### src/stc_pkg.sv
// ----------------------------------------------------------------------------
// stc_pkg
// shared widths, stage counts, types and helper functions of the timecode block
// ----------------------------------------------------------------------------
`timescale 1ns / 1ps
`default_nettype none

package stc_pkg;

	// field widths
	localparam int POSITION_BITS = 40;
	localparam int RATE_W        = 20;
	localparam int MODE_W        = 2;
	localparam int SEC_W         = 32;
	localparam int HOURS_W       = 8;
	localparam int MS_W          = 6;
	localparam int CFG_INDEX_W   = 1;

	// x / 60 == (x * DIV60_MAGIC) >> DIV60_SHIFT for every 32-bit x
	localparam logic [SEC_W-1:0] DIV60_MAGIC = 32'h8888_8889;
	localparam int DIV60_SHIFT   = 37;
	// minute count of a 32-bit second count
	localparam int MIN_W         = 2*SEC_W - DIV60_SHIFT;

	// hour split: three stages, then padded to match the fraction path
	localparam int HMS_STAGES    = 3;

	// fraction path: multiply stage, then one stage per quotient bit
	localparam int FRAC_DIV_STAGES = RATE_W;
	localparam int FRAC_STAGES     = FRAC_DIV_STAGES + 1;
	localparam int HMS_PAD         = FRAC_STAGES - HMS_STAGES;

	// register indexes
	localparam logic [CFG_INDEX_W-1:0] REG_SAMPLE_RATE   = 1'b0;
	localparam logic [CFG_INDEX_W-1:0] REG_FRACTION_MODE = 1'b1;

	// fraction modes
	localparam logic [MODE_W-1:0] MODE_SAMPLES = 2'd0;
	localparam logic [MODE_W-1:0] MODE_MSEC    = 2'd1;
	localparam logic [MODE_W-1:0] MODE_FRAMES  = 2'd2;

	localparam int MSEC_UNIT     = 1000;
	localparam int FRAMES_UNIT   = 30;
	localparam int RESET_RATE    = 48000;
	localparam int SIXTY         = 60;

	// control that travels with every item
	typedef struct packed {
		logic valid;
		logic neg;
	} ctl_t;

	// one finished result
	typedef struct packed {
		logic                negative;
		logic [HOURS_W-1:0]  hours;
		logic [MS_W-1:0]     minutes;
		logic [MS_W-1:0]     seconds;
		logic [RATE_W-1:0]   fraction;
		logic [RATE_W-1:0]   frac_steps;
	} res_t;

	// fraction steps per second for a mode; unused mode counts samples
	function automatic logic [RATE_W-1:0] unit_for_mode(
		input logic [MODE_W-1:0] mode,
		input logic [RATE_W-1:0] rate
	);
		logic [RATE_W-1:0] u;
		case (mode)
			MODE_MSEC:   u = RATE_W'(MSEC_UNIT);
			MODE_FRAMES: u = RATE_W'(FRAMES_UNIT);
			default:     u = rate;
		endcase
		return u;
	endfunction

	// one restoring division step by the sample rate: returns {quotient bit, remainder}
	function automatic logic [RATE_W:0] div_step(
		input logic [RATE_W-1:0] r,
		input logic              b,
		input logic [RATE_W-1:0] d
	);
		logic [RATE_W:0] t;
		logic [RATE_W:0] diff;
		t    = {r, b};
		diff = t - {1'b0, d};
		if (t >= {1'b0, d}) begin
			return {1'b1, diff[RATE_W-1:0]};
		end
		return {1'b0, t[RATE_W-1:0]};
	endfunction

endpackage

`default_nettype wire

### src/stc_sec_div.sv
// ----------------------------------------------------------------------------
// stc_sec_div
// pipelined restoring divider: magnitude by sample rate, one quotient bit per stage
// ----------------------------------------------------------------------------
`timescale 1ns / 1ps
`default_nettype none

module stc_sec_div
	import stc_pkg::*;
(
	input  logic                     clk,
	input  logic                     arst_n,
	input  logic                     en,
	input  logic [RATE_W-1:0]        rate,
	input  ctl_t                     src_ctl,
	input  logic [POSITION_BITS-1:0] mag,
	output ctl_t                     res_ctl,
	output logic [SEC_W-1:0]         sec,
	output logic [RATE_W-1:0]        rem
);

	logic [POSITION_BITS-1:0] word_s  [POSITION_BITS];
	logic [RATE_W-1:0]        rem_s   [POSITION_BITS];
	ctl_t                     ctl_s   [POSITION_BITS];
	logic [POSITION_BITS-1:0] src_word[POSITION_BITS];
	logic [RATE_W-1:0]        src_rem [POSITION_BITS];
	logic [POSITION_BITS-1:0] word_nx [POSITION_BITS];
	logic [RATE_W-1:0]        rem_nx  [POSITION_BITS];

	// stage inputs
	always_comb begin
		src_word[0] = mag;
		src_rem[0]  = '0;
		for (int k = 1; k < POSITION_BITS; k++) begin
			src_word[k] = word_s[k-1];
			src_rem[k]  = rem_s[k-1];
		end
	end

	// one compare and subtract per stage, quotient bits shift in from the right
	always_comb begin
		logic [RATE_W:0] st;
		for (int k = 0; k < POSITION_BITS; k++) begin
			st         = div_step(src_rem[k], src_word[k][POSITION_BITS-1], rate);
			word_nx[k] = {src_word[k][POSITION_BITS-2:0], st[RATE_W]};
			rem_nx[k]  = st[RATE_W-1:0];
		end
	end

	// datapath registers
	always_ff @(posedge clk) begin
		if (en) begin
			for (int k = 0; k < POSITION_BITS; k++) begin
				word_s[k] <= word_nx[k];
				rem_s[k]  <= rem_nx[k];
			end
		end
	end

	// control travels alongside
	always_ff @(posedge clk or negedge arst_n) begin
		if (!arst_n) begin
			for (int k = 0; k < POSITION_BITS; k++) begin
				ctl_s[k] <= '0;
			end
		end else if (en) begin
			ctl_s[0] <= src_ctl;
			for (int k = 1; k < POSITION_BITS; k++) begin
				ctl_s[k] <= ctl_s[k-1];
			end
		end
	end

	// whole seconds truncated to 32 bits
	assign res_ctl = ctl_s[POSITION_BITS-1];
	assign sec     = word_s[POSITION_BITS-1][SEC_W-1:0];
	assign rem     = rem_s[POSITION_BITS-1];

endmodule

`default_nettype wire

### config.mk
export PLATFORM = sky130hd
export DESIGN_NAME = stc_sec_div
export DESIGN_NICKNAME = d
export VERILOG_FILES = /design/src/stc_pkg.sv /design/src/stc_sec_div.sv
export SDC_FILE = /design/constraint.sdc
export NUM_CORES = 2
export LEC_CHECK = 0
export BUFFER_PORTS_ARGS = -buffer_cell sky130_fd_sc_hd__buf_4
export CAP_MARGIN = 30
export CORE_MARGIN = 5
export CORE_UTILIZATION = 60
export DETAILED_ROUTE_END_ITERATION = 6
export PLACE_DENSITY = 0.77
export SLEW_MARGIN = 20
export SYNTH_ARGS = -nofsm -noshare
export SYNTH_HDL_FRONTEND = slang
export SYNTH_SLANG_ARGS = --single-unit
### constraint.sdc
create_clock -name clk -period 3.8 [get_ports clk]
set_input_delay 0.95 -clock clk [delete_from_list [all_inputs] [get_ports clk]]
set_output_delay 0.95 -clock clk [all_outputs]
set_load 0.03 [all_outputs]
# Word-level counts from Yosys, hierarchy flattened
# Memory sizes are Yosys's and may differ from the RTL's.
# Cells that the tools add are included.
[classes] n_addsub=40 mux=122 n_shift=0 multipliers=0 bitwise=0 reduce_logical=0 n_eq_ne=0 n_lt_le_gt_ge=40 div=0
[op_table] cell="21-bit 2-to-1 mux" count=80
[op_table] cell="21-bit by 20-bit >= comparator with 1-bit output" count=39
[op_table] cell="20-bit subtractor" count=39
[op_table] cell="1-bit 2-to-1 mux" count=42
[op_table] cell="1-bit by 20-bit >= comparator with 1-bit output" count=1
[op_table] cell="1-bit by 20-bit subtractor with 20-bit output" count=1
[word_totals] mem_bits_ro=0 elab_cells=284 n_memories=2 ff_bits=80 latch_bits=0 input_bits=65 out_inout_bits=54 mem_bits_rw=2400
[mem_list] memory="word_s" depth=40 width=40 rd=40 rd_clocked_by_memory_dff=0 wr=40 line_no="stc_sec_div.sv:22" text="logic [POSITION_BITS-1:0] word_s [POSITION_BITS];"
[mem_list] memory="rem_s" depth=40 width=20 rd=40 rd_clocked_by_memory_dff=0 wr=40 line_no="stc_sec_div.sv:23" text="logic [RATE_W-1:0] rem_s [POSITION_BITS];"

# Longest topological paths before layout
# An unclocked memory read counts as a cell.
[logic_depth] ltp_word=4 mapped_depth=13 depth_no_buf=13

# Worst setup path after synthesis
# OpenSTA, ideal clock, no wires.
[synth_path] kind="in2reg" startpoint="in rate[1]" endpoint="mem rem_s[12][13], in the netlist rem_s[1][93], data pin" setup_time_ps=260 setup_slack_ps=-852 path_buffers=1 t_required_ps=3540 stages=12 arrival_time_ps=4393 path_cell_list="inv_1 > ha_1 > nor2b_1 > o31a_1 > o221ai_2 > a31oi_4 > o21ai_2 > o21ai_0 > a21oi_1 > a41o_1 > buf_6 > mux2_2"
[synth_rtl] item="from (decl)" line_no="stc_sec_div.sv:14" text="input logic [RATE_W-1:0] rate,"
[synth_rtl] item="to (decl)" line_no="stc_sec_div.sv:23"

==> flow_metrics.tcl <==
set metrics [dict create \
    status "finished clean" \
    synth_xor_area_frac 0.04543 \
    path_max_fanout 20 \
    synth_compound_area_frac 0.1225 \
    grt_pass1_wl_um 427100 \
    multi_input_area_mm2 0.04605 \
    met3_length_um 15980 \
    drive_gt1_frac 0.2439 \
    fmax_ghz 0.2724 \
    grt_max_degree 143 \
    io_pins 119 \
    rows 159 \
    whs_ns 0.1023 \
    cts_max_path_buffers 3 \
    worstMarginPinSlew_ns 0.8450 \
    slew_headroom 0.4367 \
    reg2reg_depth 14 \
    cts_tree "yes" \
    finalNetCount 11250 \
    fin_crit_sh 0.9660 \
    die-area_mm2 0.1977 \
    synth_area_leaders "edfxtp_1, ha_1, mux2_2" \
    first_pass_iters 6 \
    setup_viol 0 \
    synth_cell_types 93 \
    post-route-cell-area_mm2 0.1360 \
    start_util 0.6036 \
    worstPathArrival_ns 4.30 \
    cpMaxStageDelayCell "o41ai_1" \
    power_uw 119700 \
    worst_setup_path_end_kind "flop" \
    synthTopCellsByCount "edfxtp_1, ha_1, a21oi_1" \
    grt.total_usage 0.2719 \
    place_hpwl_um 196300 \
    yosysSeqAreaShare 0.5761 \
    drc 0 \
    max_stage_delay_ns 0.48 \
    postLayoutSetupSlackWorst_ns 0.1292 \
    final_util 0.7244 \
    highest_layer "met4" \
    yosys.area.top_type "edfxtp_1" \
    ir_worst_vdd_uv 515.7 \
    synth_nets 9681 \
    async_flop_share 0.03656 \
    synthFlopType "edfxtp_1" \
    syn_area_per_cell_um2 12.89 \
    total_leakage_power_uw 0.05500 \
    hold_viol 0 \
    cp_cell_sequence "buf_4 -> buf_12 -> ha_1 -> fa_1 -> nand2b_1 -> a21oi_1 -> o21ai_0 -> a21oi_1 -> o41ai_1 -> buf_4 -> nor2b_1 -> o41ai_1 -> xnor2_1 -> mux2_2" \
    fin_crit_ns 3.671 \
    path_buf_inv 3 \
    portBuffers 118 \
    cts.sinks 2188 \
    synth_cells 8795 \
    core_area_mm2 0.1878 \
    fp.dieH_um 444.7 \
    routed-via-count 78220 \
    fin_skew_ns 0.04947 \
    postCtsSetupBuffers 0 \
    synth_simple_gate_area_share 0.08012 \
    overflow 0 \
    ant_nets 0 \
    die_x_um 444.7 \
    drt_iter0_drc 6284 \
    reg2reg_slack_ns 0.25 \
    antenna_found_initial 3 \
    routed_wl_um 274300 \
    wl_per_cell_um 21.01 \
    nFillCells 12500 \
    cp-start-kind "primary input" \
    ctsResizeCount 0 \
    r2r-end "rem_s[0][138]$_DFFE_PP_" \
    wl_met2_um 129000 \
    cts_buffers 221 \
    ff_latch_area_mm2 0.06530 \
    synth_top_area_share 0.5584 \
    synth_warnings 0 \
    synth_top_family_by_area "compound AO/OA/AOI/OAI gates" \
    ys_ff_latch 2188 \
    first_global_vias 78120 \
    area_growth_syn_to_layout_pct 20.00 \
    netlist_area_mm2 0.1134 \
    clock-root-buffer "clkbuf_16" \
    hold_path.class "in -> async" \
    cap_violations 0 \
    drt-vias-per-instance 5.992 \
    clk_latency_ns 0.89 \
    cts_hold_buf 0 \
    powerDensity_mw_per_mm2 880.1 \
    place_congestion 0.9446 \
    critPathRequiredTime_ns 4.43 \
    r2r-start "word_s[0][239]$_DFFE_PP_" \
    criticalPathCategory "in -> reg" \
    synth_mux_area_frac 0.06363 \
    synthAdderAreaFrac 0.09320 \
    final-max-slew-violation-count 0 \
    crit_family "compound AO/OA/AOI/OAI gates" \
    path_clk_slew_ns 0.06 \
    yosysMostFrequentCell "edfxtp_1" \
    placed_cell_area_mm2 0.1286 \
    drt-met1-wl_um 115900 \
    rsz0062_at_grt "no" \
    place_ws_ns -0.5486 \
    cts-htree-levels 4 \
    synth_edf_count 2108 \
]
==> layer usage <==
metal,global-route usage,vias up
met1,0.3637,38070
met2,0.4459,2593
met5,0,-
met3,0.03826,748
li1,-,36800
met4,0.1239,0
==> worst register-to-register path: stages, from the launching register on <==
cell and delay (ns):
edfxtp_1 0.46, inv_1 0.13, ha_1 0.19, inv_1 0.06
fa_1 0.38, a21o_1 0.17, a21oi_1 0.20, o21bai_1 0.12
a2111oi_0 0.49, buf_4 0.21, o41ai_1 0.08, a21oi_1 0.25
o21ai_0 0.14, xor2_1 0.16, mux2_2 0.27
==> final cells by class <==
class,instances,area share
Antenna cell,3,0.00005518
Clock buffer,272,0.04274
Tap cell,2495,0.02295
Timing Repair Buffer,1558,0.09531
Inverter,304,0.008416
Sequential cell,2188,0.4800
Multi-Input combinational cell,6093,0.3385
Clock inverter,140,0.01199
==> worst max-delay path by stage <==
stage | from | endpoint | slack, ns | depth (start not counted)
6_report | rate[0] | rem_s[4][52]$_DFFE_PP_ | 0.13 | 14
2_1_floorplan | rate[1] | rem_s[0][50]$_DFFE_PP_ | -0.60 | 12
5_1_grt | word_s[0][239]$_DFFE_PP_ | rem_s[0][132]$_DFFE_PP_ | 0.01 | 14
3_5_place_dp | rate[1] | rem_s[1][159]$_DFFE_PP_ | -0.55 | 14
3_3_place_gp | rate[1] | rem_s[0][42]$_DFFE_PP_ | -0.49 | 13
4_1_cts | word_s[0][239]$_DFFE_PP_ | rem_s[0][138]$_DFFE_PP_ | 0.26 | 14
==> power breakdown <==
group / internal [uW] / total (uW) / switching (uW)
logic: 29600 / 58200 / 28600
clock network: 12600 / 22100 / 9530
registers: 35500 / 39400 / 3960
total: 77600 / 120000 / 42100
==> metrics by stage <==
stage / setup TNS, ns / instances
2_1_floorplan: -299.73 / 8795
3_3_place_gp: -187.82 / 12640
3_5_place_dp: -230.68 / 12640
4_1_cts: 0 / 13050
5_1_grt: 0 / 13050
6_report: 0 / 13050
==> flip-flops by register name (all words and copies together), names as in the netlist <==
name and count:
res_ctl 2, ctl_s 78, word_s 1308, rem_s 800
==> cells by family (layout without fill, tap and decap cells) <==
group,count (synthesis),after routing
flops,2188,2188
compound gates,2172,2172
simple gates,1867,1867
fa+ha+maj,821,821
mux,645,645
xor+xnor,588,588
buf+inv,514,2274
other cells,0,3
==> cell usage in the layout (no fill, tap or decap), types with 39 or more instances in the layout <==
cell	netlist	routed
fa_1	39	39
a21oi_1	620	619
edfxtp_1	2108	2108
nand2_1	480	480
inv_1	304	285
xor2_1	198	198
ha_1	782	781
o21a_1	122	122
o21bai_1	71	70
mux2i_1	67	67
buf_4	32	1456
nor3_1	134	134
xnor2_1	390	390
a211oi_1	54	54
nor2b_1	137	136
o21ai_0	480	476
nand4_1	103	103
mux2_2	567	552
nor2_1	518	518
a21o_1	324	324
dfrtp_1	80	80
nand3_1	123	123
o211ai_1	47	47
clkbuf_1	111	44
o31ai_1	45	45
nand2b_1	88	88
clkbuf_16	0	223
buf_12	1	99
a31oi_1	80	77
and3_1	78	78
Power figures use the tool's default switching activity.
