$ cat src/stc_pkg.sv
// ----------------------------------------------------------------------------
// stc_pkg
// shared widths, stage counts, types and helper functions of the timecode block
// ----------------------------------------------------------------------------
`timescale 1ns / 1ps
`default_nettype none

package stc_pkg;

	// field widths
	localparam int POSITION_BITS = 40;
	localparam int RATE_W        = 20;
	localparam int MODE_W        = 2;
	localparam int SEC_W         = 32;
	localparam int HOURS_W       = 8;
	localparam int MS_W          = 6;
	localparam int CFG_INDEX_W   = 1;

	// x / 60 == (x * DIV60_MAGIC) >> DIV60_SHIFT for every 32-bit x
	localparam logic [SEC_W-1:0] DIV60_MAGIC = 32'h8888_8889;
	localparam int DIV60_SHIFT   = 37;
	// minute count of a 32-bit second count
	localparam int MIN_W         = 2*SEC_W - DIV60_SHIFT;

	// hour split: three stages, then padded to match the fraction path
	localparam int HMS_STAGES    = 3;

	// fraction path: multiply stage, then one stage per quotient bit
	localparam int FRAC_DIV_STAGES = RATE_W;
	localparam int FRAC_STAGES     = FRAC_DIV_STAGES + 1;
	localparam int HMS_PAD         = FRAC_STAGES - HMS_STAGES;

	// register indexes
	localparam logic [CFG_INDEX_W-1:0] REG_SAMPLE_RATE   = 1'b0;
	localparam logic [CFG_INDEX_W-1:0] REG_FRACTION_MODE = 1'b1;

	// fraction modes
	localparam logic [MODE_W-1:0] MODE_SAMPLES = 2'd0;
	localparam logic [MODE_W-1:0] MODE_MSEC    = 2'd1;
	localparam logic [MODE_W-1:0] MODE_FRAMES  = 2'd2;

	localparam int MSEC_UNIT     = 1000;
	localparam int FRAMES_UNIT   = 30;
	localparam int RESET_RATE    = 48000;
	localparam int SIXTY         = 60;

	// control that travels with every item
	typedef struct packed {
		logic valid;
		logic neg;
	} ctl_t;

	// one finished result
	typedef struct packed {
		logic                negative;
		logic [HOURS_W-1:0]  hours;
		logic [MS_W-1:0]     minutes;
		logic [MS_W-1:0]     seconds;
		logic [RATE_W-1:0]   fraction;
		logic [RATE_W-1:0]   frac_steps;
	} res_t;

	// fraction steps per second for a mode; unused mode counts samples
	function automatic logic [RATE_W-1:0] unit_for_mode(
		input logic [MODE_W-1:0] mode,
		input logic [RATE_W-1:0] rate
	);
		logic [RATE_W-1:0] u;
		case (mode)
			MODE_MSEC:   u = RATE_W'(MSEC_UNIT);
			MODE_FRAMES: u = RATE_W'(FRAMES_UNIT);
			default:     u = rate;
		endcase
		return u;
	endfunction

	// one restoring division step by the sample rate: returns {quotient bit, remainder}
	function automatic logic [RATE_W:0] div_step(
		input logic [RATE_W-1:0] r,
		input logic              b,
		input logic [RATE_W-1:0] d
	);
		logic [RATE_W:0] t;
		logic [RATE_W:0] diff;
		t    = {r, b};
		diff = t - {1'b0, d};
		if (t >= {1'b0, d}) begin
			return {1'b1, diff[RATE_W-1:0]};
		end
		return {1'b0, t[RATE_W-1:0]};
	endfunction

endpackage

`default_nettype wire

$ cat src/stc_frac.sv
// ----------------------------------------------------------------------------
// stc_frac
// rescales the remainder within the second: multiply by the unit, divide by the rate
// ----------------------------------------------------------------------------
`timescale 1ns / 1ps
`default_nettype none

module stc_frac
	import stc_pkg::*;
(
	input  logic              clk,
	input  logic              en,
	input  logic [RATE_W-1:0] rate,
	input  logic [MODE_W-1:0] mode,
	input  logic [RATE_W-1:0] rem,
	output logic [RATE_W-1:0] fraction
);

	logic [2*RATE_W-1:0] prod_s1;
	logic [RATE_W-1:0]   fword_s [FRAC_DIV_STAGES];
	logic [RATE_W-1:0]   frem_s  [FRAC_DIV_STAGES];
	logic [RATE_W-1:0]   src_word[FRAC_DIV_STAGES];
	logic [RATE_W-1:0]   src_rem [FRAC_DIV_STAGES];
	logic [RATE_W-1:0]   fword_nx[FRAC_DIV_STAGES];
	logic [RATE_W-1:0]   frem_nx [FRAC_DIV_STAGES];

	// stage inputs; the upper product half is already below the rate
	always_comb begin
		src_word[0] = prod_s1[RATE_W-1:0];
		src_rem[0]  = prod_s1[2*RATE_W-1:RATE_W];
		for (int k = 1; k < FRAC_DIV_STAGES; k++) begin
			src_word[k] = fword_s[k-1];
			src_rem[k]  = frem_s[k-1];
		end
	end

	// one quotient bit per stage, truncating toward zero
	always_comb begin
		logic [RATE_W:0] st;
		for (int k = 0; k < FRAC_DIV_STAGES; k++) begin
			st          = div_step(src_rem[k], src_word[k][RATE_W-1], rate);
			fword_nx[k] = {src_word[k][RATE_W-2:0], st[RATE_W]};
			frem_nx[k]  = st[RATE_W-1:0];
		end
	end

	// multiply, then divide
	always_ff @(posedge clk) begin
		if (en) begin
			prod_s1 <= (2*RATE_W)'(rem) * (2*RATE_W)'(unit_for_mode(mode, rate));
			for (int k = 0; k < FRAC_DIV_STAGES; k++) begin
				fword_s[k] <= fword_nx[k];
				frem_s[k]  <= frem_nx[k];
			end
		end
	end

	assign fraction = fword_s[FRAC_DIV_STAGES-1];

endmodule

`default_nettype wire

$ cat config.mk
export PLATFORM = sky130hd
export DESIGN_NAME = stc_frac
export DESIGN_NICKNAME = d
export VERILOG_FILES = /design/src/stc_pkg.sv /design/src/stc_frac.sv
export SDC_FILE = /design/constraint.sdc
export NUM_CORES = 2
export LEC_CHECK = 0
export BUFFER_PORTS_ARGS = -buffer_cell sky130_fd_sc_hd__buf_2
export CORE_MARGIN = 3
export CORE_UTILIZATION = 45
export CTS_BUF_LIST = sky130_fd_sc_hd__clkbuf_2 sky130_fd_sc_hd__clkbuf_4 sky130_fd_sc_hd__clkbuf_8
export DETAILED_ROUTE_END_ITERATION = 8
export PLACE_DENSITY = 0.69
export RECOVER_POWER = 100
export REMOVE_ABC_BUFFERS = 1
export SLEW_MARGIN = 20
export SYNTH_ARGS = -nofsm -noshare
export SYNTH_HDL_FRONTEND = slang
export SYNTH_SLANG_ARGS = --single-unit
export TNS_END_PERCENT = 100
$ cat constraint.sdc
create_clock -name clk -period 9.1 [get_ports clk]
set_clock_uncertainty 0.2 [all_clocks]
set_input_delay 1.82 -clock clk [delete_from_list [all_inputs] [get_ports clk]]
set_output_delay 1.82 -clock clk [all_outputs]
set_load 0.02 [all_outputs]
Yosys cells after proc, flatten, opt, wreduce, memory -nomap -nowiden
Memories as Yosys holds them, arrays and structs flattened.
Cells that the tools add are included.
Widths: inputs -> output; s select.
{ "word_totals": {"elab_cells": 110, "n_memories": 2, "mem_bits_rw": 800, "register_bits": 40} }
{ "classes": {"n_addsub": 20, "n_eq_ne": 2, "n_mux": 64, "order_cmp": 20, "mul": 1} }
{ "mem_list": {"columns": ["memory", "depth", "word_bits", "rd", "rd_clocked_by_memory_dff", "write_ports", "line_no", "rtl"], "rows": [
  ["frem_s", 20, 20, 19, 0, 20, "stc_frac.sv:21", "logic [RATE_W-1:0] frem_s [FRAC_DIV_STAGES];"],
  ["fword_s", 20, 20, 20, 0, 20, "stc_frac.sv:20", "logic [RATE_W-1:0] fword_s [FRAC_DIV_STAGES];"]
]} }
{ "ops": {"columns": ["operator", "count"], "rows": [
  ["$mux 21", 40],
  ["$ge 21x20->1", 20],
  ["$sub 20x20->20", 20],
  ["$mul 20x20->40", 1],
  ["$pmux 20 s2", 1],
  ["$mux 1", 22],
  ["$mux 20", 1],
  ["$eq 2x1->1 const B", 1],
  ["$eq 2x2->1 const B", 1]
]} }

Logic depth before layout (Yosys ltp)
{ "depth": {"ltp_word": 4, "depth_mapped": 32, "ltp_nobuf": 29} }

Least setup slack after synthesis
No wires, ideal clock.
{ "synth_timing": {"kind": "input-to-reg", "startpoint": "in mode[0]", "endpoint": "reg prod_s1[37], data pin", "path_slack_ns": -0.280, "setup_ns": 0.259, "required_time_ns": 8.641, "arrival_ns": 8.921, "cell_stages": 30, "cell_sequence": "inv_1 > ha_1 > clkbuf_1 > clkbuf_1 > nand2_1 > clkbuf_1 > and2_1 > fa_1 > fa_1 > inv_1 > fa_1 > inv_1 > fa_1 > inv_1 > fa_1 > inv_1 > fa_1 > inv_1 > fa_1 > inv_1 > ha_1 > a21o_1 > a21o_1 > a221o_1 > o21ai_0 > a211oi_1 > or2_2 > a21o_1 > a31oi_1 > xnor2_1"} }
{ "synth_between": {"elab_chain_len": 4} }
{ "synth_rtl": {"columns": ["item", "line_no", "rtl"], "rows": [
  ["start, declared", "stc_frac.sv:14", "input logic [MODE_W-1:0] mode,"],
  ["$eq 2x2->1 / $eq 2x1->1 (equally long branches)", "stc_pkg.sv:69", "case (mode)"],
  ["$pmux 20 s2 *", "stc_pkg.sv:69", null],
  ["$mux 20 *", "stc_frac.sv:49", "if (en) begin"],
  ["$mul 20x20->40 *", "stc_frac.sv:50", "prod_s1 <= (2*RATE_W)'(rem) * (2*RATE_W)'(unit_for_mode(mode, rate));"],
  ["end signal, assigned", "stc_frac.sv:50", null],
  ["end, declared", "stc_frac.sv:19", "logic [2*RATE_W-1:0] prod_s1;"]
]} }
Mark *: on every way between the ends. The rest lies on a longest branch, timed or not. The select of a mux whose other input is x is not followed.
A chain may end at the register's enable or synchronous reset.

Worst setup path after layout
{ "layout_timing": {"startpoint": "in mode[0]", "endpoint": "reg prod_s1[35], data pin"} }
Same word-level chain as after synthesis.

==> results.py <==
metrics = {
    "outcome": {
        "status": "complete, but fails checks",
        "violations": "max-capacitance violations, max-slew violations",
    },
    "placed_design": {
        "dpl.cell_count": 7475,
        "place_hpwl_um": 107000,
        "port_buffers": 63,
        "globalplace.congestion": 0.928,
    },
    "setup_path": {
        "path_buf_inv": 10,
        "startpoint_type": "input port",
        "path_depth": 30,
        "worstSetupEndpointType": "flop",
        "crit_type": "in -> reg",
        "cp_slowest_cell": "fa_1",
        "cpPeakStageDelay_ps": 530,
        "path_delay_family": "adder cells",
        "r2r_cells": 10,
        "worstPathMaxFanout": 13,
        "crit_required_ps": 9560,
        "arrival_ps": 9160,
    },
    "cts": {
        "clockBufferDepth": 3,
        "ctsHtreeMaxLevel": 4,
        "ctsHoldBuffers": 0,
        "path_clk_slew_ps": 60,
        "root_buffer": "clkbuf_8",
        "insertion_delay_ps": 830,
        "cts_tree": "yes",
        "cts-buffers-inserted": 145,
        "cts_setup_buffers": 0,
        "numClockSinks": 820,
        "cts_resized": 0,
    },
    "floorplanning": {
        "die_area_um2": 141000,
        "die_y_um": 375,
        "row_count": 134,
        "die_w_um": 375,
        "coreArea_um2": 134000,
        "initial_core_util_pct": 45.7,
        "io_pins": 64,
    },
    "logic_synthesis": {
        "synth.avg_cell_area_um2": 10.8,
        "seq_area_frac_synth_pct": 40.2,
        "yosys_warnings": 0,
        "syn_area_um2": 61300,
        "synth_async_sr_flop_share_pct": 0,
        "synth_edf_count": 820,
        "synth-main-ff-cell": "edfxtp_1",
        "synth-seq-cells": 820,
        "yosysUniqueCellTypes": 77,
        "syn_inst": 5654,
    },
    "timing": {
        "tightestPinTransition_ps": 6150,
        "setup_viol": 0,
        "finalHoldViolations": 0,
        "whs_ps": 193,
        "rsz0062_at_grt": "false",
        "max_freq_ghz": 0.115,
        "drv_slew": 550,
        "setup_tns_ps": 0,
        "max_slew_margin_pct": -310,
        "finalCriticalPeriod_ps": 8700,
        "period_share_pct": 95.6,
    },
    "pwr": {
        "pwr-share-clk_pct": 11.4,
        "power_frac_comb_pct": 64.1,
        "irDropWorstVdd_uv": 606,
        "switching_power_w": 0.0122,
        "power_per_cell_area_nw_per_um2": 433,
        "pwr-share-seq_pct": 24.5,
        "p_sw_share_pct": 42.0,
        "p_leak_nw": 28.7,
        "p_int_w": 0.0168,
    },
    "global_route": {
        "grt_max_degree": 188,
        "grt.overflow.total": 0,
        "grt_pass1_vias": 43000,
        "grt_use_total_pct": 20.8,
        "antenna_found_initial": 8,
        "grt_pass1_wl_um": 233000,
    },
    "final_layout": {
        "nets": 6789,
        "stdcell_count": 7739,
        "post-route-util_pct": 50.0,
        "multi_input_area_um2": 34000,
        "final_cell_mix": "edfxtp_1 (820), ha_1 (551), inv_1 (507)",
        "final_layout_size_suffix_gt1_share_pct": 9.47,
        "final_common_cell": "edfxtp_1",
        "regArea_um2": 24600,
        "area_growth_pct": 9.47,
        "nFillCells": 11900,
    },
    "route": {
        "drt_wl_total_um": 148000,
        "num_vias": 43400,
        "ant_nets": 0,
        "dr.pass1.iters": 6,
        "drc": 0,
        "vias_per_cell": 5.61,
        "avgRoutedWirePerCell_um": 19.1,
        "dr.first_iter.drc_count": 3052,
    },
    "worst_hold_path": {
        "min_path_type": "reg -> reg",
        "hold_depth": 0,
    },
    "job": {
        "cap_viol_max_count": 9,
    },
}
-- cells by family after synthesis --
logic type	after synthesis	synth area share, %
adders and majority gates	891	22.3
AOI/OAI and AO/OA	1236	13.1
xor gates and xnor gates	313	4.47
buffers and inverters	690	4.38
DFF	820	40.2
and+or+nand+nor	1493	11.8
muxes	211	3.81
-- flip-flops by register name, summed over array words and instances, names as in the netlist --
name and cells:
frem_s 380, prod_s1 40, fword_s 400
-- power by group through the flow --
| stage | Combinational [W] | Sequential (W) | Clock (W) |
|---|---|---|---|
| 2_1_floorplan | 0.0130 | 0.00680 | 0 |
| 3_3_place_gp | 0.0184 | 0.00715 | 0 |
| 3_5_place_dp | 0.0186 | 0.00717 | 0 |
| 4_1_cts | 0.0188 | 0.00710 | 0.00344 |
| 5_1_grt | 0.0209 | 0.00721 | 0.00361 |
| 6_report | 0.0186 | 0.00710 | 0.00332 |
-- final cells by class --
| cell class | instances | area share (%) |
|---|---|---|
| clock buffer | 182 | 3.41 |
| timing repair buffer | 235 | 2.36 |
| inverter | 508 | 2.84 |
| antenna | 7 | 0.0261 |
| clock inverter | 75 | 0.753 |
| tap | 1768 | 3.30 |
| multi-input combinational | 4144 | 50.6 |
| sequential | 820 | 36.7 |
-- worst paths after layout --
kind                   from        endpoint  slack, ps
min reg2reg  fword_s[2][41]  fword_s[2][62]        190
max reg2reg    frem_s[2][0]    frem_s[3][8]       3400
max                 mode[0]     prod_s1[35]        400
min          fword_s[2][41]  fword_s[2][62]        190
-- Yosys cell counts, types with 15 or more instances --
cell       count  share of area [%]
a211oi_1      26               0.32
a21oi_1      315                2.6
mux2_2       177                3.3
xnor2_1      181                2.6
mux2i_1       34               0.56
a21o_1       179                2.2
o31a_1        16               0.23
nor2b_1      118                1.2
a211o_1       25               0.36
o31ai_1       24               0.29
a2111oi_0     15               0.21
fa_1         339                 11
o211ai_1      28               0.34
inv_1        506                3.1
nand3_1       69               0.56
o21bai_1      40               0.49
nor3_1        85               0.69
buf_4         22               0.27
and2_1       115                1.2
and3_1       129                1.3
nor2_1       311                1.9
nand2_1      480                2.9
ha_1         552                 11
o21a_1        72               0.88
a31oi_1       43               0.44
nand4_1       65               0.66
or3_1         24               0.24
clkbuf_1     147               0.90
o21ai_0      297                2.4
a21boi_0      25               0.31
xor2_1       132                1.9
nand2b_1      38               0.39
edfxtp_1     820                 40
-- metal layers --
layer	up-vias	global-route usage [%]	share of wire (%)
met4	0	7.00	2.8
li1	20800	-	-
met1	21100	26.6	42
met2	1280	35.6	49
met3	294	3.65	5.9
met5	-	0	0
-- per-stage QoR --
step           power [W]  setup slack, ps  area [µm²]
2_1_floorplan     0.0198            -1700       60500
3_3_place_gp      0.0255             -424       64500
3_5_place_dp      0.0258             -441       64500
4_1_cts           0.0293              440       67300
5_1_grt           0.0317             22.3       67100
6_report          0.0290              398       67100
Power figures use the tool's default switching activity.
