===== config.mk =====
export PLATFORM = sky130hd
export DESIGN_NAME = stc_hms
export DESIGN_NICKNAME = d
export VERILOG_FILES = /design/src/stc_pkg.sv /design/src/stc_hms.sv
export SDC_FILE = /design/constraint.sdc
export NUM_CORES = 1
export LEC_CHECK = 0
export ABC_AREA = 0
export BUFFER_PORTS_ARGS = -buffer_cell sky130_fd_sc_hd__buf_4
export CAP_MARGIN = 10
export CORE_MARGIN = 10
export CORE_UTILIZATION = 58
export CTS_CLUSTER_SIZE = 10
export DETAILED_ROUTE_END_ITERATION = 8
export PLACE_DENSITY_LB_ADDON = 0.05
export SETUP_SLACK_MARGIN = 0.1
export SYNTH_ARGS = -nofsm -noshare
export SYNTH_HDL_FRONTEND = slang
export SYNTH_SLANG_ARGS = --single-unit

===== constraint.sdc =====
create_clock -name clk -period 6.2 [get_ports clk]
set_input_delay 0.93 -clock clk [delete_from_list [all_inputs] [get_ports clk]]
set_output_delay 0.93 -clock clk [all_outputs]
set_load 0.02 [all_outputs]

===== src/stc_pkg.sv =====
// ----------------------------------------------------------------------------
// stc_pkg
// shared widths, stage counts, types and helper functions of the timecode block
// ----------------------------------------------------------------------------
`timescale 1ns / 1ps
`default_nettype none

package stc_pkg;

	// field widths
	localparam int POSITION_BITS = 40;
	localparam int RATE_W        = 20;
	localparam int MODE_W        = 2;
	localparam int SEC_W         = 32;
	localparam int HOURS_W       = 8;
	localparam int MS_W          = 6;
	localparam int CFG_INDEX_W   = 1;

	// x / 60 == (x * DIV60_MAGIC) >> DIV60_SHIFT for every 32-bit x
	localparam logic [SEC_W-1:0] DIV60_MAGIC = 32'h8888_8889;
	localparam int DIV60_SHIFT   = 37;
	// minute count of a 32-bit second count
	localparam int MIN_W         = 2*SEC_W - DIV60_SHIFT;

	// hour split: three stages, then padded to match the fraction path
	localparam int HMS_STAGES    = 3;

	// fraction path: multiply stage, then one stage per quotient bit
	localparam int FRAC_DIV_STAGES = RATE_W;
	localparam int FRAC_STAGES     = FRAC_DIV_STAGES + 1;
	localparam int HMS_PAD         = FRAC_STAGES - HMS_STAGES;

	// register indexes
	localparam logic [CFG_INDEX_W-1:0] REG_SAMPLE_RATE   = 1'b0;
	localparam logic [CFG_INDEX_W-1:0] REG_FRACTION_MODE = 1'b1;

	// fraction modes
	localparam logic [MODE_W-1:0] MODE_SAMPLES = 2'd0;
	localparam logic [MODE_W-1:0] MODE_MSEC    = 2'd1;
	localparam logic [MODE_W-1:0] MODE_FRAMES  = 2'd2;

	localparam int MSEC_UNIT     = 1000;
	localparam int FRAMES_UNIT   = 30;
	localparam int RESET_RATE    = 48000;
	localparam int SIXTY         = 60;

	// control that travels with every item
	typedef struct packed {
		logic valid;
		logic neg;
	} ctl_t;

	// one finished result
	typedef struct packed {
		logic                negative;
		logic [HOURS_W-1:0]  hours;
		logic [MS_W-1:0]     minutes;
		logic [MS_W-1:0]     seconds;
		logic [RATE_W-1:0]   fraction;
		logic [RATE_W-1:0]   frac_steps;
	} res_t;

	// fraction steps per second for a mode; unused mode counts samples
	function automatic logic [RATE_W-1:0] unit_for_mode(
		input logic [MODE_W-1:0] mode,
		input logic [RATE_W-1:0] rate
	);
		logic [RATE_W-1:0] u;
		case (mode)
			MODE_MSEC:   u = RATE_W'(MSEC_UNIT);
			MODE_FRAMES: u = RATE_W'(FRAMES_UNIT);
			default:     u = rate;
		endcase
		return u;
	endfunction

	// one restoring division step by the sample rate: returns {quotient bit, remainder}
	function automatic logic [RATE_W:0] div_step(
		input logic [RATE_W-1:0] r,
		input logic              b,
		input logic [RATE_W-1:0] d
	);
		logic [RATE_W:0] t;
		logic [RATE_W:0] diff;
		t    = {r, b};
		diff = t - {1'b0, d};
		if (t >= {1'b0, d}) begin
			return {1'b1, diff[RATE_W-1:0]};
		end
		return {1'b0, t[RATE_W-1:0]};
	endfunction

endpackage

`default_nettype wire


===== src/stc_hms.sv =====
// ----------------------------------------------------------------------------
// stc_hms
// splits the second count into hours, minutes and seconds by reciprocal multiplies
// ----------------------------------------------------------------------------
`timescale 1ns / 1ps
`default_nettype none

module stc_hms
	import stc_pkg::*;
(
	input  logic               clk,
	input  logic               arst_n,
	input  logic               en,
	input  ctl_t               src_ctl,
	input  logic [SEC_W-1:0]   sec,
	output ctl_t               res_ctl,
	output logic [HOURS_W-1:0] hours,
	output logic [MS_W-1:0]    minutes,
	output logic [MS_W-1:0]    seconds
);

	logic [2*SEC_W-1:0] sec_prod;
	logic [2*SEC_W-1:0] min_prod;
	logic [SEC_W-1:0]   sec_left;
	logic [MIN_W-1:0]   min_left;

	ctl_t               ctl_s1;
	ctl_t               ctl_s2;
	ctl_t               ctl_s3;
	logic [SEC_W-1:0]   sec_s1;
	logic [MIN_W-1:0]   min_s1;
	logic [MIN_W-1:0]   min_s2;
	logic [MIN_W-1:0]   hr_s2;
	logic [MS_W-1:0]    secs_s2;
	logic [MS_W-1:0]    secs_s3;
	logic [MS_W-1:0]    mins_s3;
	logic [HOURS_W-1:0] hrs_s3;

	// delay line that lines the split up with the fraction path
	ctl_t               pctl_s [HMS_PAD];
	logic [HOURS_W-1:0] phrs_s [HMS_PAD];
	logic [MS_W-1:0]    pmins_s[HMS_PAD];
	logic [MS_W-1:0]    psecs_s[HMS_PAD];

	// quotients by 60 through the reciprocal, exact for any 32-bit count
	assign sec_prod = (2*SEC_W)'(sec) * (2*SEC_W)'(DIV60_MAGIC);
	assign min_prod = (2*SEC_W)'(min_s1) * (2*SEC_W)'(DIV60_MAGIC);

	// remainders: count minus quotient times 60
	assign sec_left = sec_s1 - SEC_W'(min_s1) * SEC_W'(SIXTY);
	assign min_left = min_s2 - hr_s2 * MIN_W'(SIXTY);

	// datapath registers
	always_ff @(posedge clk) begin
		if (en) begin
			sec_s1  <= sec;
			min_s1  <= sec_prod[2*SEC_W-1:DIV60_SHIFT];
			min_s2  <= min_s1;
			hr_s2   <= min_prod[2*SEC_W-1:DIV60_SHIFT];
			secs_s2 <= sec_left[MS_W-1:0];
			secs_s3 <= secs_s2;
			mins_s3 <= min_left[MS_W-1:0];
			hrs_s3  <= hr_s2[HOURS_W-1:0];
			phrs_s[0]  <= hrs_s3;
			pmins_s[0] <= mins_s3;
			psecs_s[0] <= secs_s3;
			for (int k = 1; k < HMS_PAD; k++) begin
				phrs_s[k]  <= phrs_s[k-1];
				pmins_s[k] <= pmins_s[k-1];
				psecs_s[k] <= psecs_s[k-1];
			end
		end
	end

	// control travels alongside
	always_ff @(posedge clk or negedge arst_n) begin
		if (!arst_n) begin
			ctl_s1 <= '0;
			ctl_s2 <= '0;
			ctl_s3 <= '0;
			for (int k = 0; k < HMS_PAD; k++) begin
				pctl_s[k] <= '0;
			end
		end else if (en) begin
			ctl_s1    <= src_ctl;
			ctl_s2    <= ctl_s1;
			ctl_s3    <= ctl_s2;
			pctl_s[0] <= ctl_s3;
			for (int k = 1; k < HMS_PAD; k++) begin
				pctl_s[k] <= pctl_s[k-1];
			end
		end
	end

	// hours wrap modulo 256
	assign res_ctl = pctl_s[HMS_PAD-1];
	assign hours   = phrs_s[HMS_PAD-1];
	assign minutes = pmins_s[HMS_PAD-1];
	assign seconds = psecs_s[HMS_PAD-1];

endmodule

`default_nettype wire


### Word level (Yosys, flattened, before mapping)

Memory sizes are Yosys's and may differ from the RTL's.
Index checks and enable logic that the tools add are counted.

* output and inout bits: 22
* input port bits: 37
* register bits: 129
* memories: 3
* memory bits (writable): 360
* word-level logic and storage cells: 61

Memory list
* phrs_s: words 18, width 8, read ports 18, clocked after Yosys merged registers in 0, write ports 18, line stc_hms.sv:41 `logic [HOURS_W-1:0] phrs_s [HMS_PAD];`
* pmins_s: words 18, width 6, read ports 18, clocked after Yosys merged registers in 0, write ports 18, line stc_hms.sv:42 `logic [MS_W-1:0] pmins_s[HMS_PAD];`
* psecs_s: words 18, width 6, read ports 18, clocked after Yosys merged registers in 0, write ports 18, line stc_hms.sv:43 `logic [MS_W-1:0] psecs_s[HMS_PAD];`

* $mul: 4
* add/subtract/negate cells: 2
* multiplexer cells: 2

Operators by type and width (count)
* $mul A32 B32 Y64 const B: 1
* $mul A27 B32 Y59 const B: 1
* $mul A27 B4 Y4 const B: 1
* $mul A22 B4 Y4 const B: 1
* $sub A6 B6 Y6: 2
* $mux W1: 2

### Depth between registers and ports, before layout

Gate-level depths: netlist (run 1).

* word-level depth: 2
* mapped depth: 23
* gate-level depth less buffers: 23

### Least setup slack after synthesis (run 1)

Ideal clock, no wire load.

* path kind: input port to flip-flop
* start: input port sec[1]
* end: register min_s1[8] (data pin)
* cell stages on the path: 23
* buffers on the path: 0
* arrival: 6.674 ns
* slack: -0.733 ns
* required time: 5.940 ns
* library setup time: 0.260 ns
* path through: ha_1 -> inv_1 -> fa_1 -> inv_1 -> fa_1 -> inv_1 -> fa_1 -> fa_1 -> inv_1 -> fa_1 -> inv_1 -> fa_1 -> inv_1 -> ha_1 -> nand4_1 -> or3_1 -> nor3_1 -> o2111ai_1 -> and3_1 -> o21ai_0 -> a31o_2 -> a21oi_1 -> xnor2_1

* longest elaborated chain between the ends: 1

RTL lines
* start: declaration: line stc_hms.sv:15 `input logic [SEC_W-1:0] sec,`
* $mul A32 B32 Y64: line stc_hms.sv:46 `assign sec_prod = (2*SEC_W)'(sec) * (2*SEC_W)'(DIV60_MAGIC);`
* named net sec_prod[45]: line stc_hms.sv:22 `logic [2*SEC_W-1:0] sec_prod;`
* end signal: assignment: line stc_hms.sv:57 `min_s1 <= sec_prod[2*SEC_W-1:DIV60_SHIFT];`
* end: declaration: line stc_hms.sv:31 `logic [MIN_W-1:0] min_s1;`

The timed path passes the listed nets, and every way through them passes these cells.
A chain may end at the register's enable or synchronous reset.

### Worst setup path in the final report (run 1)

Same ends and word-level chain as after synthesis.

==> impl_metrics.csv, run 1 <==
group,metric,value,unit
grt,grt_usage,20.0,%
status,violations,"setup timing",
status,status,"complete, but fails checks",
setup_path,crit_family,"adder cells",
floorplan,core,0.0505,mm²
detailed_routing,vias,16400,
setup_path,max_stage_delay,580,ps
synthesis,async_reset_ff_share,8.84,%
cells_and_area,fillers,3617,
grt,grt_overflow,0,
cells_and_area,finalNetCount,3151,
grt,grt_pass1_vias,17700,
timing,tightest_slew,1000,ps
detailed_routing,drc,0,
timing,setup_viol,10,
setup_path,critPathMaxFanout,3,
cts,cts_tree,"yes",
synthesis,ys_ff_latch,475,
floorplan,die-area,0.0607,mm²
floorplan,initial_core_util,58.9,%
setup_path,crit_buf_inv,8,
worst_hold_path,hp-class,"input port to async pin",
cells_and_area,antennaDiodeCount,0,
synthesis,syn_area_per_cell,13.9,µm²
setup_path,slowest_stage,"fa_2",
setup_path,cp-end-kind,"flop",
timing,final-hold-violation-count,0,
grt,antenna_found_initial,0,
setup_path,worstSetupPathType,"input port to flop",
synthesis,ys_warn_count,0,
synthesis,yosysUniqueCellTypes,60,
cts,cts-root-buf,"clkbuf_16",
detailed_routing,routed_via_density,5.28,
synthesis,synth_top_family_by_area,"adder cells",
cts,numCtsBuffers,55,
grt,grt_pass1_wl,94700,µm
detailed_routing,wl_per_cell,19.0,µm
timing,fin_tns_setup,-601,ps
synthesis,syn_inst,2146,
cts,clock_latency,590,ps
setup_path,crit_path_frequent_cell,"inv_2",
cells_and_area,drive_gt1_share,16.5,%
cts,cts.sinks,475,
synthesis,syn_nets,2882,
timing,fin_crit,6300,ps
setup_path,required,6520,ps
cts,ctsHoldBuffers,0,
timing,fin_skew,26.2,ps
floorplan,ios,59,
timing,timing.fmax,159,MHz
timing,finalWorstSetupSlack,-105,ps
cts,cts_max_path_buffers,3,
synthesis,ys.flop_type,"edfxtp_1",
synthesis,synth_fa_ha_area_share,35.8,%
cells_and_area,area_delta_synth_final,15.2,%
detailed_routing,first_iter_violations,955,
timing,slew_violations,0,
setup_path,arrival,6620,ps
placement,io_buffers,58,
synthesis,synth_compound_area_share,4.59,%
detailed_routing,ant_nets,0,
cts,clk_pin_slew,50,ps
cts,h-tree-depth,2,
timing,grt_setup_unrepaired,"yes",
flow_run,cap_violations,0,
placement,dp_hpwl,45100,µm
synthesis,netlist_area,0.0297,mm²
floorplan,die_x,246,µm
synthesis,synth-xor-area-share,1.41,%
synthesis,synth_mux_area_share,1.62,%
synthesis,ys_seq_area_share,47.3,%
timing,max_slew_margin,33.1,%
detailed_routing,firstDrtPassIters,5,
synthesis,synthSimpleGateAreaFrac,2.81,%
placement,gp_congestion,0.895,
setup_path,cp-start-kind,"input port",
timing,period_share,102,%
placement,placed_area,0.0322,mm²
detailed_routing,routed_wl,59000,µm
synthesis,synth-edff-count,433,
floorplan,rows,82,
cells_and_area,final_area,0.0343,mm²
floorplan,die_h,246,µm
grt,grt_max_degree,143,
## worst register-to-register path: cells and delay by family (launching register included)
kind / cells / cell delay [ps]
DFF: 1 / 470
AOI/OAI and AO/OA: 3 / 550
and+or+nand+nor: 4 / 820
adders and majority gates: 7 / 3110
xor gates and xnor gates: 1 / 120
buffers and inverters: 7 / 530
## cell type report
cell class	count	area (µm²)	area share [%]
inverters	498	1870	5.46
well taps	672	841	2.45
clock inverters	8	88.8	0.259
clock buffers	66	1440	4.20
repair buffers	224	1790	5.23
multi-input cells	1161	14200	41.4
flip-flops and latches	475	14100	41.0
## final timing paths
path	start	to	slack (ps)	cells after the start
worst min-delay path	arst_n	pctl_s[6]	320	1
worst max-delay path	sec[1]	min_s1[8]	-100	25
worst min register to register	psecs_s[2][5]	psecs_s[3][5]	400	0
min in group clk	psecs_s[2][5]	psecs_s[3][5]	400	0
worst max register to register	min_s1[22]	hr_s2[2]	350	22
max in group asynchronous	arst_n	pctl_s[22]	5530	1
## routing by layer
layer  wire length, µm  GRT usage [%]  vias to the layer above
met5                 0              0                        -
met4              1170           5.09                        0
met3              2550           3.32                       73
met2             28500           32.4                      293
met1             26800           27.8                     8192
li1                  -              -                     7821
## stage by stage
| step | hold slack (ps) | utilization [%] | setup WS, ps | cells |
|---|---|---|---|---|
| 6_report | 318 | 67.9 | -105 | 3104 |
| 5_1_grt | 339 | 67.9 | -275 | 3104 |
| 4_1_cts | 310 | 67.3 | -39.0 | 3097 |
| 3_5_place_dp | 405 | 63.8 | -760 | 3015 |
| 3_3_place_gp | 400 | 63.8 | -660 | 3015 |
| 2_1_floorplan | 400 | - | -225 | 2146 |
## cell usage after synthesis, types with 4 or more instances
cell type	n	area [µm²]
nor3_1	14	70.1
xnor2_1	29	254
edfxtp_1	433	13000
o21a_1	7	52.6
or3_1	6	37.5
nor4_1	4	25.0
nand2_1	43	161
o21ai_0	37	185
clkbuf_1	10	37.5
ha_1	444	5560
xor2_1	19	166
dfrtp_1	42	1050
nand4_1	14	87.6
and3_1	8	50.1
a31oi_1	5	31.3
a211o_1	4	35.0
nand3b_1	4	30.0
nand3_1	14	70.1
nor2_1	29	109
mux2_2	42	473
nor2b_1	10	62.6
fa_1	255	5100
a211oi_1	8	60.1
a21o_1	37	278
a21oi_1	72	360
a2111oi_0	5	43.8
inv_1	498	1870
## registers in the layout, summed over array words and instances, names as in the netlist
signal and count:
secs_s3 6, pctl_s 34, secs_s2 6, sec_s1 6, mins_s3 6, psecs_s 108, hrs_s3 8, phrs_s 144
ctl_s1 2, ctl_s2 2, min_s2 6, res_ctl 2, pmins_s 108, ctl_s3 2, hr_s2 8, min_s1 27
## what timing repair did
item                                    in CTS  in global routing
gates resized for setup                     31                 54
setup buffers                                8                  8
endpoints found under the setup margin      19                 28
pin swaps                                   17                 29
## layout by cell type (no fill, tap or decap), types with 8 or more instances in the layout
cell       synthesis  layout
fa_1             255     253
a21o_1            37      37
clkbuf_1          10      10
xnor2_1           29      26
edfxtp_1         433     433
buf_6              0      12
nand4_1           14      14
inv_1            498     491
xor2_1            19      18
dfrtp_1           42      42
ha_1             444     437
clkbuf_16          0      56
o21ai_0           37      27
a211oi_1           8       8
nor2b_1           10      10
nor2_1            29      27
nand2_1           43      40
nor3_1            14       8
buf_4              2     206
a21oi_1           72      65
nand3_1           14      14
mux2_2            42      42
## cell families after synthesis
logic type	Yosys count
AOI/OAI and AO/OA	207
xor gates and xnor gates	48
adders and majority gates	699
buffers and inverters	510
DFF	475
muxes	43
and+or+nand+nor	164
Power of run 1 is left out: the tool's default activity adds up to more than one toggle a clock period on the data nets, which glitch-free logic cannot reach.
==> run 2: changes to the inputs <==
--- a/config.mk
+++ b/config.mk
@@ -5,13 +5,14 @@
 export SDC_FILE = /design/constraint.sdc
 export NUM_CORES = 1
 export LEC_CHECK = 0
-export ABC_AREA = 0
+export ABC_AREA = 1
 export BUFFER_PORTS_ARGS = -buffer_cell sky130_fd_sc_hd__buf_4
 export CAP_MARGIN = 10
 export CORE_MARGIN = 10
 export CORE_UTILIZATION = 58
 export CTS_CLUSTER_SIZE = 10
 export DETAILED_ROUTE_END_ITERATION = 8
+export GPL_ROUTABILITY_DRIVEN = 0
 export PLACE_DENSITY_LB_ADDON = 0.05
 export SETUP_SLACK_MARGIN = 0.1
 export SYNTH_ARGS = -nofsm -noshare
==> run 2 against run 1 <==
The run now ends clean. Worst setup slack improved by 420 ps. Sequential share of layout area decreased by 2.0 points. First-iteration DRC count increased by 93%. Design area increased by 5.1%. Die area grew 8.9%. Clock-buffer cell count grew 20. Synthesized cell count grew 42%. Register-to-register slack improved by 120 ps. Fmax is 7.2% higher. Critical path depth is 1 lower. Utilization shrank 2.9 points.
==> impl_metrics.csv, run 2 <==
group,metric,value,unit
status,status,"finished, final reports clean",
timing,fin_crit,5880,ps
synthesis,yosysTopAreaCell,"edfxtp_1",
floorplan,rows,86,
timing,max_slew_margin,27.0,%
synthesis,synth-edff-count,433,
detailed_routing,wl_per_cell,17.3,µm
grt,grt_max_degree,153,
detailed_routing,drc,0,
cts,clock_latency,580,ps
floorplan,initial_core_util,58.9,%
setup_path,cp-end-kind,"flop",
floorplan,ios,59,
timing,final-hold-violation-count,0,
cells_and_area,finalNetCount,3944,
placement,dp_hpwl,55900,µm
setup_path,cp-start-kind,"input port",
synthesis,ys.flop_type,"edfxtp_1",
timing,period_share,94.9,%
cts,cts_max_path_buffers,3,
cts,numCtsBuffers,54,
cells_and_area,final_common_cell,"inv_1",
synthesis,syn_inst,3050,
timing,fin_tns_setup,0,ps
synthesis,synth-xor-area-share,0.590,%
synthesis,ys_ff_latch,475,
detailed_routing,vias,21100,
synthesis,netlist_area,0.0326,mm²
synthesis,async_reset_ff_share,8.84,%
floorplan,die-area,0.0662,mm²
synthesis,yosysMostFrequentCell,"inv_1",
cells_and_area,largest_register_ffs,144,
grt,grt_overflow,0,
cells_and_area,drive_gt1_share,7.03,%
cts,clk_pin_slew,60,ps
synthesis,syn_nets,3786,
cts,h-tree-depth,2,
timing,setup_viol,0,
cts,cts-root-buf,"clkbuf_16",
cells_and_area,area_delta_synth_final,10.3,%
grt,grt_pass1_wl,115000,µm
cts,cts_tree,"yes",
grt,grt_usage,21.6,%
synthesis,yosysUniqueCellTypes,39,
detailed_routing,ant_nets,0,
grt,antenna_found_initial,0,
grt,grt_pass1_vias,22000,
timing,tightest_slew,1100,ps
flow_run,cap_violations,0,
setup_path,critPathMaxFanout,4,
synthesis,synth_top_family_by_area,"adder cells",
placement,io_buffers,58,
timing,grt_setup_unrepaired,"no",
cells_and_area,reg_top3,"phrs_s (144), pmins_s (108), psecs_s (108)",
synthesis,ys_warn_count,0,
synthesis,synth_compound_area_share,4.10,%
synthesis,netlist.area_leader.share,39.8,%
floorplan,die_h,257,µm
synthesis,syn_area_per_cell,10.7,µm²
detailed_routing,routed_wl,69200,µm
detailed_routing,firstDrtPassIters,6,
timing,slew_violations,0,
detailed_routing,routed_via_density,5.29,
timing,fin_skew,19.5,ps
synthesis,ys_top_cells_by_count,"inv_1 (716), nand2_1 (528), ha_1 (444)",
cells_and_area,largest_register,"phrs_s",
worst_hold_path,hp-class,"input port to async pin",
synthesis,synthSimpleGateAreaFrac,11.0,%
floorplan,core,0.0554,mm²
cells_and_area,fillers,4479,
synthesis,synth_fa_ha_area_share,32.7,%
setup_path,required,6530,ps
cts,cts.sinks,475,
cells_and_area,final_cell_mix,"inv_1 (716), nand2_1 (526), ha_1 (444)",
floorplan,die_x,257,µm
setup_path,worstSetupPathType,"input port to flop",
detailed_routing,first_iter_violations,1845,
timing,timing.fmax,170,MHz
synthesis,ys_top_cells_by_area,"edfxtp_1 (40%), ha_1 (17%), fa_1 (16%), inv_1 (8.2%), nand2_1 (6.1%)",
synthesis,ys_seq_area_share,43.1,%
synthesis,synth_mux_area_share,0.0690,%
setup_path,arrival,6220,ps
## run 2: logic make-up (layout without fill, tap and decap cells)
| family | count (synthesis) | count (layout) |
|---|---|---|
| other | 0 | 1 |
| flip-flops | 475 | 475 |
| adder cells (fa/ha/maj) | 699 | 699 |
| buffers and inverters | 735 | 929 |
| AO/OA/AOI/OAI | 251 | 251 |
| AND/OR/NAND/NOR | 866 | 866 |
| XOR/XNOR | 22 | 22 |
| multiplexers | 2 | 2 |
## run 2: timing repair
action                                  in CTS  in global routing
buffers inserted                             0                  0
resized for setup                            0                 11
endpoints found under the setup margin       0                 19
hold buffers                                 0                  0
## run 2: stage by stage
stage	setup WS, ps	hold slack [ps]	utilization (%)	cell area (µm²)	instances
final	318	331	65.0	36000	3993
after global routing	99.4	347	65.0	36000	3992
after CTS	319	308	64.9	36000	3992
after detailed placement	-321	405	62.1	34400	3900
after global placement	-290	401	62.1	34400	3900
after floorplan	169	400	-	32600	3050
## run 2: final timing paths
check / startpoint / cells past startpoint / slack [ps] / to
min reg2reg: psecs_s[6][3] / 0 / 410 / psecs_s[7][3]
min: arst_n / 1 / 330 / res_ctl[1]
max reg2reg: min_s1[22] / 20 / 470 / hr_s2[1]
max in group asynchronous: arst_n / 1 / 5520 / pctl_s[29]
max: sec[5] / 24 / 320 / min_s1[26]
min in group clk: psecs_s[6][3] / 0 / 410 / psecs_s[7][3]
## run 2: layout make-up
| type | count | area (µm²) | share of cell area [%] |
|---|---|---|---|
| sequential | 475 | 14100 | 39.0 |
| inverter | 724 | 2720 | 7.55 |
| tap | 748 | 936 | 2.60 |
| timing repair buffer | 113 | 868 | 2.41 |
| clock buffer | 86 | 1470 | 4.09 |
| antenna | 1 | 2.50 | 0.00695 |
| clock inverter | 6 | 97.6 | 0.271 |
| multi-input combinational | 1840 | 15900 | 44.0 |
## run 2: per-layer routing
metal  GRT usage (%)  up-vias  part of all wire, %
met5               0        -                    0
met4            5.46        0                  2.2
met3            3.40      100                  6.9
met2            34.5      618                   45
met1            30.6    10300                   46
li1                -    10100                    -
## run 2: worst max-delay path, stage by stage
cell     delay, ps
buf_4          120
ha_1           280
inv_1           50
fa_2           580
inv_1           70
fa_1           490
inv_1           50
fa_1           480
fa_1           550
inv_1           50
fa_1           550
inv_1           60
fa_1           540
inv_1           40
ha_1           320
nand2_1         80
nor2_1         220
nand2_2        130
inv_1          130
nand2_1        100
nor4_2         140
nand2_1        100
nand3_1         80
nand2_1         60
Power of run 2 is left out for the same reason.
==> run 3: changes to the inputs <==
--- a/config.mk
+++ b/config.mk
@@ -9,7 +9,7 @@
 export BUFFER_PORTS_ARGS = -buffer_cell sky130_fd_sc_hd__buf_4
 export CAP_MARGIN = 10
 export CORE_MARGIN = 10
-export CORE_UTILIZATION = 58
+export CORE_UTILIZATION = 50
 export CTS_CLUSTER_SIZE = 10
 export DETAILED_ROUTE_END_ITERATION = 8
 export GPL_ROUTABILITY_DRIVEN = 0
==> run 3 against run 2 <==
Register-to-register slack better by 210 ps. Utilization is 8.8 points lower. Fmax is 0.66% higher. Routed wire length is 3.2% higher. Non-clock buffer count stayed put. Clock-buffer cell count is 11 higher. Cell count is 2.9% higher. Sequential share of layout area is 0.26 points lower.
==> impl_metrics.csv, run 3 (synthesized netlist as in run 2, its figures left out) <==
group,metric,value,unit
status,status,"finished, final reports clean",
detailed_routing,vias,20900,
setup_path,crit_family,"adder cells",
setup_path,max_stage_delay,590,ps
timing,fin_crit,5840,ps
grt,grt_pass1_wl,116000,µm
placement,io_buffers,58,
placement,dp_hpwl,57900,µm
timing,period_share,94.2,%
setup_path,arrival,6200,ps
timing,timing.fmax,171,MHz
timing,finalWorstSetupSlack,357,ps
detailed_routing,ant_nets,0,
floorplan,die_h,275,µm
timing,fin_skew,46.1,ps
timing,final-hold-violation-count,0,
timing,slew_violations,0,
setup_path,cp-end-kind,"flop",
cells_and_area,largest_register_ffs,144,
cells_and_area,area_delta_synth_final,11.0,%
grt,grt_max_degree,145,
cts,clock_latency,610,ps
cells_and_area,final_common_cell,"inv_1",
cts,ctsHoldBuffers,0,
grt,grt_usage,19.5,%
detailed_routing,routed_wl,71500,µm
placement,post-place-ws,-365,ps
cells_and_area,final_cell_mix,"inv_1 (716), nand2_1 (526), ha_1 (443)",
setup_path,cp-start-kind,"input port",
floorplan,rows,93,
worst_hold_path,hp-class,"input port to async pin",
detailed_routing,firstDrtPassIters,6,
cells_and_area,largest_register,"phrs_s",
cells_and_area,antennaDiodeCount,0,
cts,numCtsBuffers,54,
cts,cts_max_path_buffers,3,
cts,cts.sinks,475,
cts,cts_tree,"yes",
floorplan,initial_core_util,50.5,%
cells_and_area,finalNetCount,3944,
detailed_routing,drc,0,
grt,grt_pass1_vias,21900,
timing,tightest_slew,932,ps
detailed_routing,routed_via_density,5.09,
setup_path,crit_buf_inv,8,
setup_path,required,6550,ps
cts,clk_pin_slew,50,ps
grt,grt_overflow,0,
setup_path,critPathMaxFanout,3,
timing,max_slew_margin,37.8,%
floorplan,die_x,275,µm
cts,cts-root-buf,"clkbuf_16",
cells_and_area,drive_gt1_share,7.04,%
setup_path,worstSetupPathType,"input port to flop",
timing,grt_setup_unrepaired,"no",
detailed_routing,wl_per_cell,17.4,µm
cells_and_area,reg_top3,"phrs_s (144), pmins_s (108), psecs_s (108)",
grt,antenna_found_initial,0,
flow_run,cap_violations,0,
detailed_routing,first_iter_violations,1783,
floorplan,die-area,0.0759,mm²
floorplan,core,0.0646,mm²
floorplan,ios,59,
cts,h-tree-depth,2,
timing,setup_viol,0,
setup_path,crit_path_frequent_cell,"inv_1",
timing,whs,307,ps
setup_path,slowest_stage,"fa_2",
==> run 3: cell count changes in the layout (fill, tap and decap cells not counted), sizes merged <==
| cell | delta |
|---|---|
| clkinvlp | -1 |
| inv | -1 |
| clkinv | +1 |
| clkbuf | +11 |
| diode | -1 |
==> run 3: cell type report <==
class                           instances  area, µm²
Inverter                              724       2720
Timing Repair Buffer                  113        868
Multi-Input combinational cell       1840      15900
Clock buffer                           97       1550
Tap cell                              855       1070
Clock inverter                          5        125
Fill cell                            5618      28300
Sequential cell                       475      14100
==> run 3: final timing paths <==
| check | startpoint | end | slack, ps | cells past startpoint |
|---|---|---|---|---|
| worst max-delay path | sec[5] | min_s1[17] | 360 | 25 |
| min in group clk | pmins_s[12][1] | pmins_s[13][1] | 380 | 0 |
| worst min-delay path | arst_n | pctl_s[4] | 310 | 1 |
| worst min register to register | pmins_s[12][1] | pmins_s[13][1] | 380 | 0 |
| worst max register to register | min_s1[19] | hr_s2[1] | 680 | 19 |
| max in group asynchronous | arst_n | pctl_s[8] | 5480 | 1 |
==> run 3: timing repair <==
item | CTS | global route
resized for setup | 0 | 9
buffers inserted | 0 | 0
endpoints found under the hold margin | 0 | 0
endpoints found under the setup margin | 0 | 21
==> run 3: worst reg2reg max path: stages (launching register included) <==
cell and delay [ps]:
edfxtp_1 510, inv_1 120, fa_1 550, inv_1 60, fa_1 490, inv_1 120
fa_1 610, inv_1 90, fa_1 510, inv_1 50, fa_1 490, inv_1 40
ha_1 330, nand2_1 140, nor2_1 190, nand2_1 110, nor4_1 490, nand3_1 180
nand4_1 130, nand2_1 60
==> run 3: per-layer routing <==
| metal | wire length (µm) | global-route usage [%] | part of all wire [%] | vias up |
|---|---|---|---|---|
| li1 | - | - | - | 10100 |
| met2 | 32400 | 31.0 | 45 | 528 |
| met4 | 1440 | 4.76 | 2.0 | 0 |
| met5 | 0 | 0 | 0 | - |
| met1 | 32900 | 27.2 | 46 | 10200 |
| met3 | 4790 | 3.77 | 6.7 | 103 |
==> run 3: stage by stage <==
step | util [%] | instances | instance area (µm²) | TNS [ps]
final | 56.1 | 4109 | 36200 | 0
after detailed placement | 53.5 | 4007 | 34500 | -6690
after global routing | 56.1 | 4109 | 36200 | 0
after global placement | 53.5 | 4007 | 34500 | -5840
after floorplan | - | 3050 | 32600 | 0
after CTS | 56.1 | 4109 | 36200 | 0
Power of run 3 is left out for the same reason.
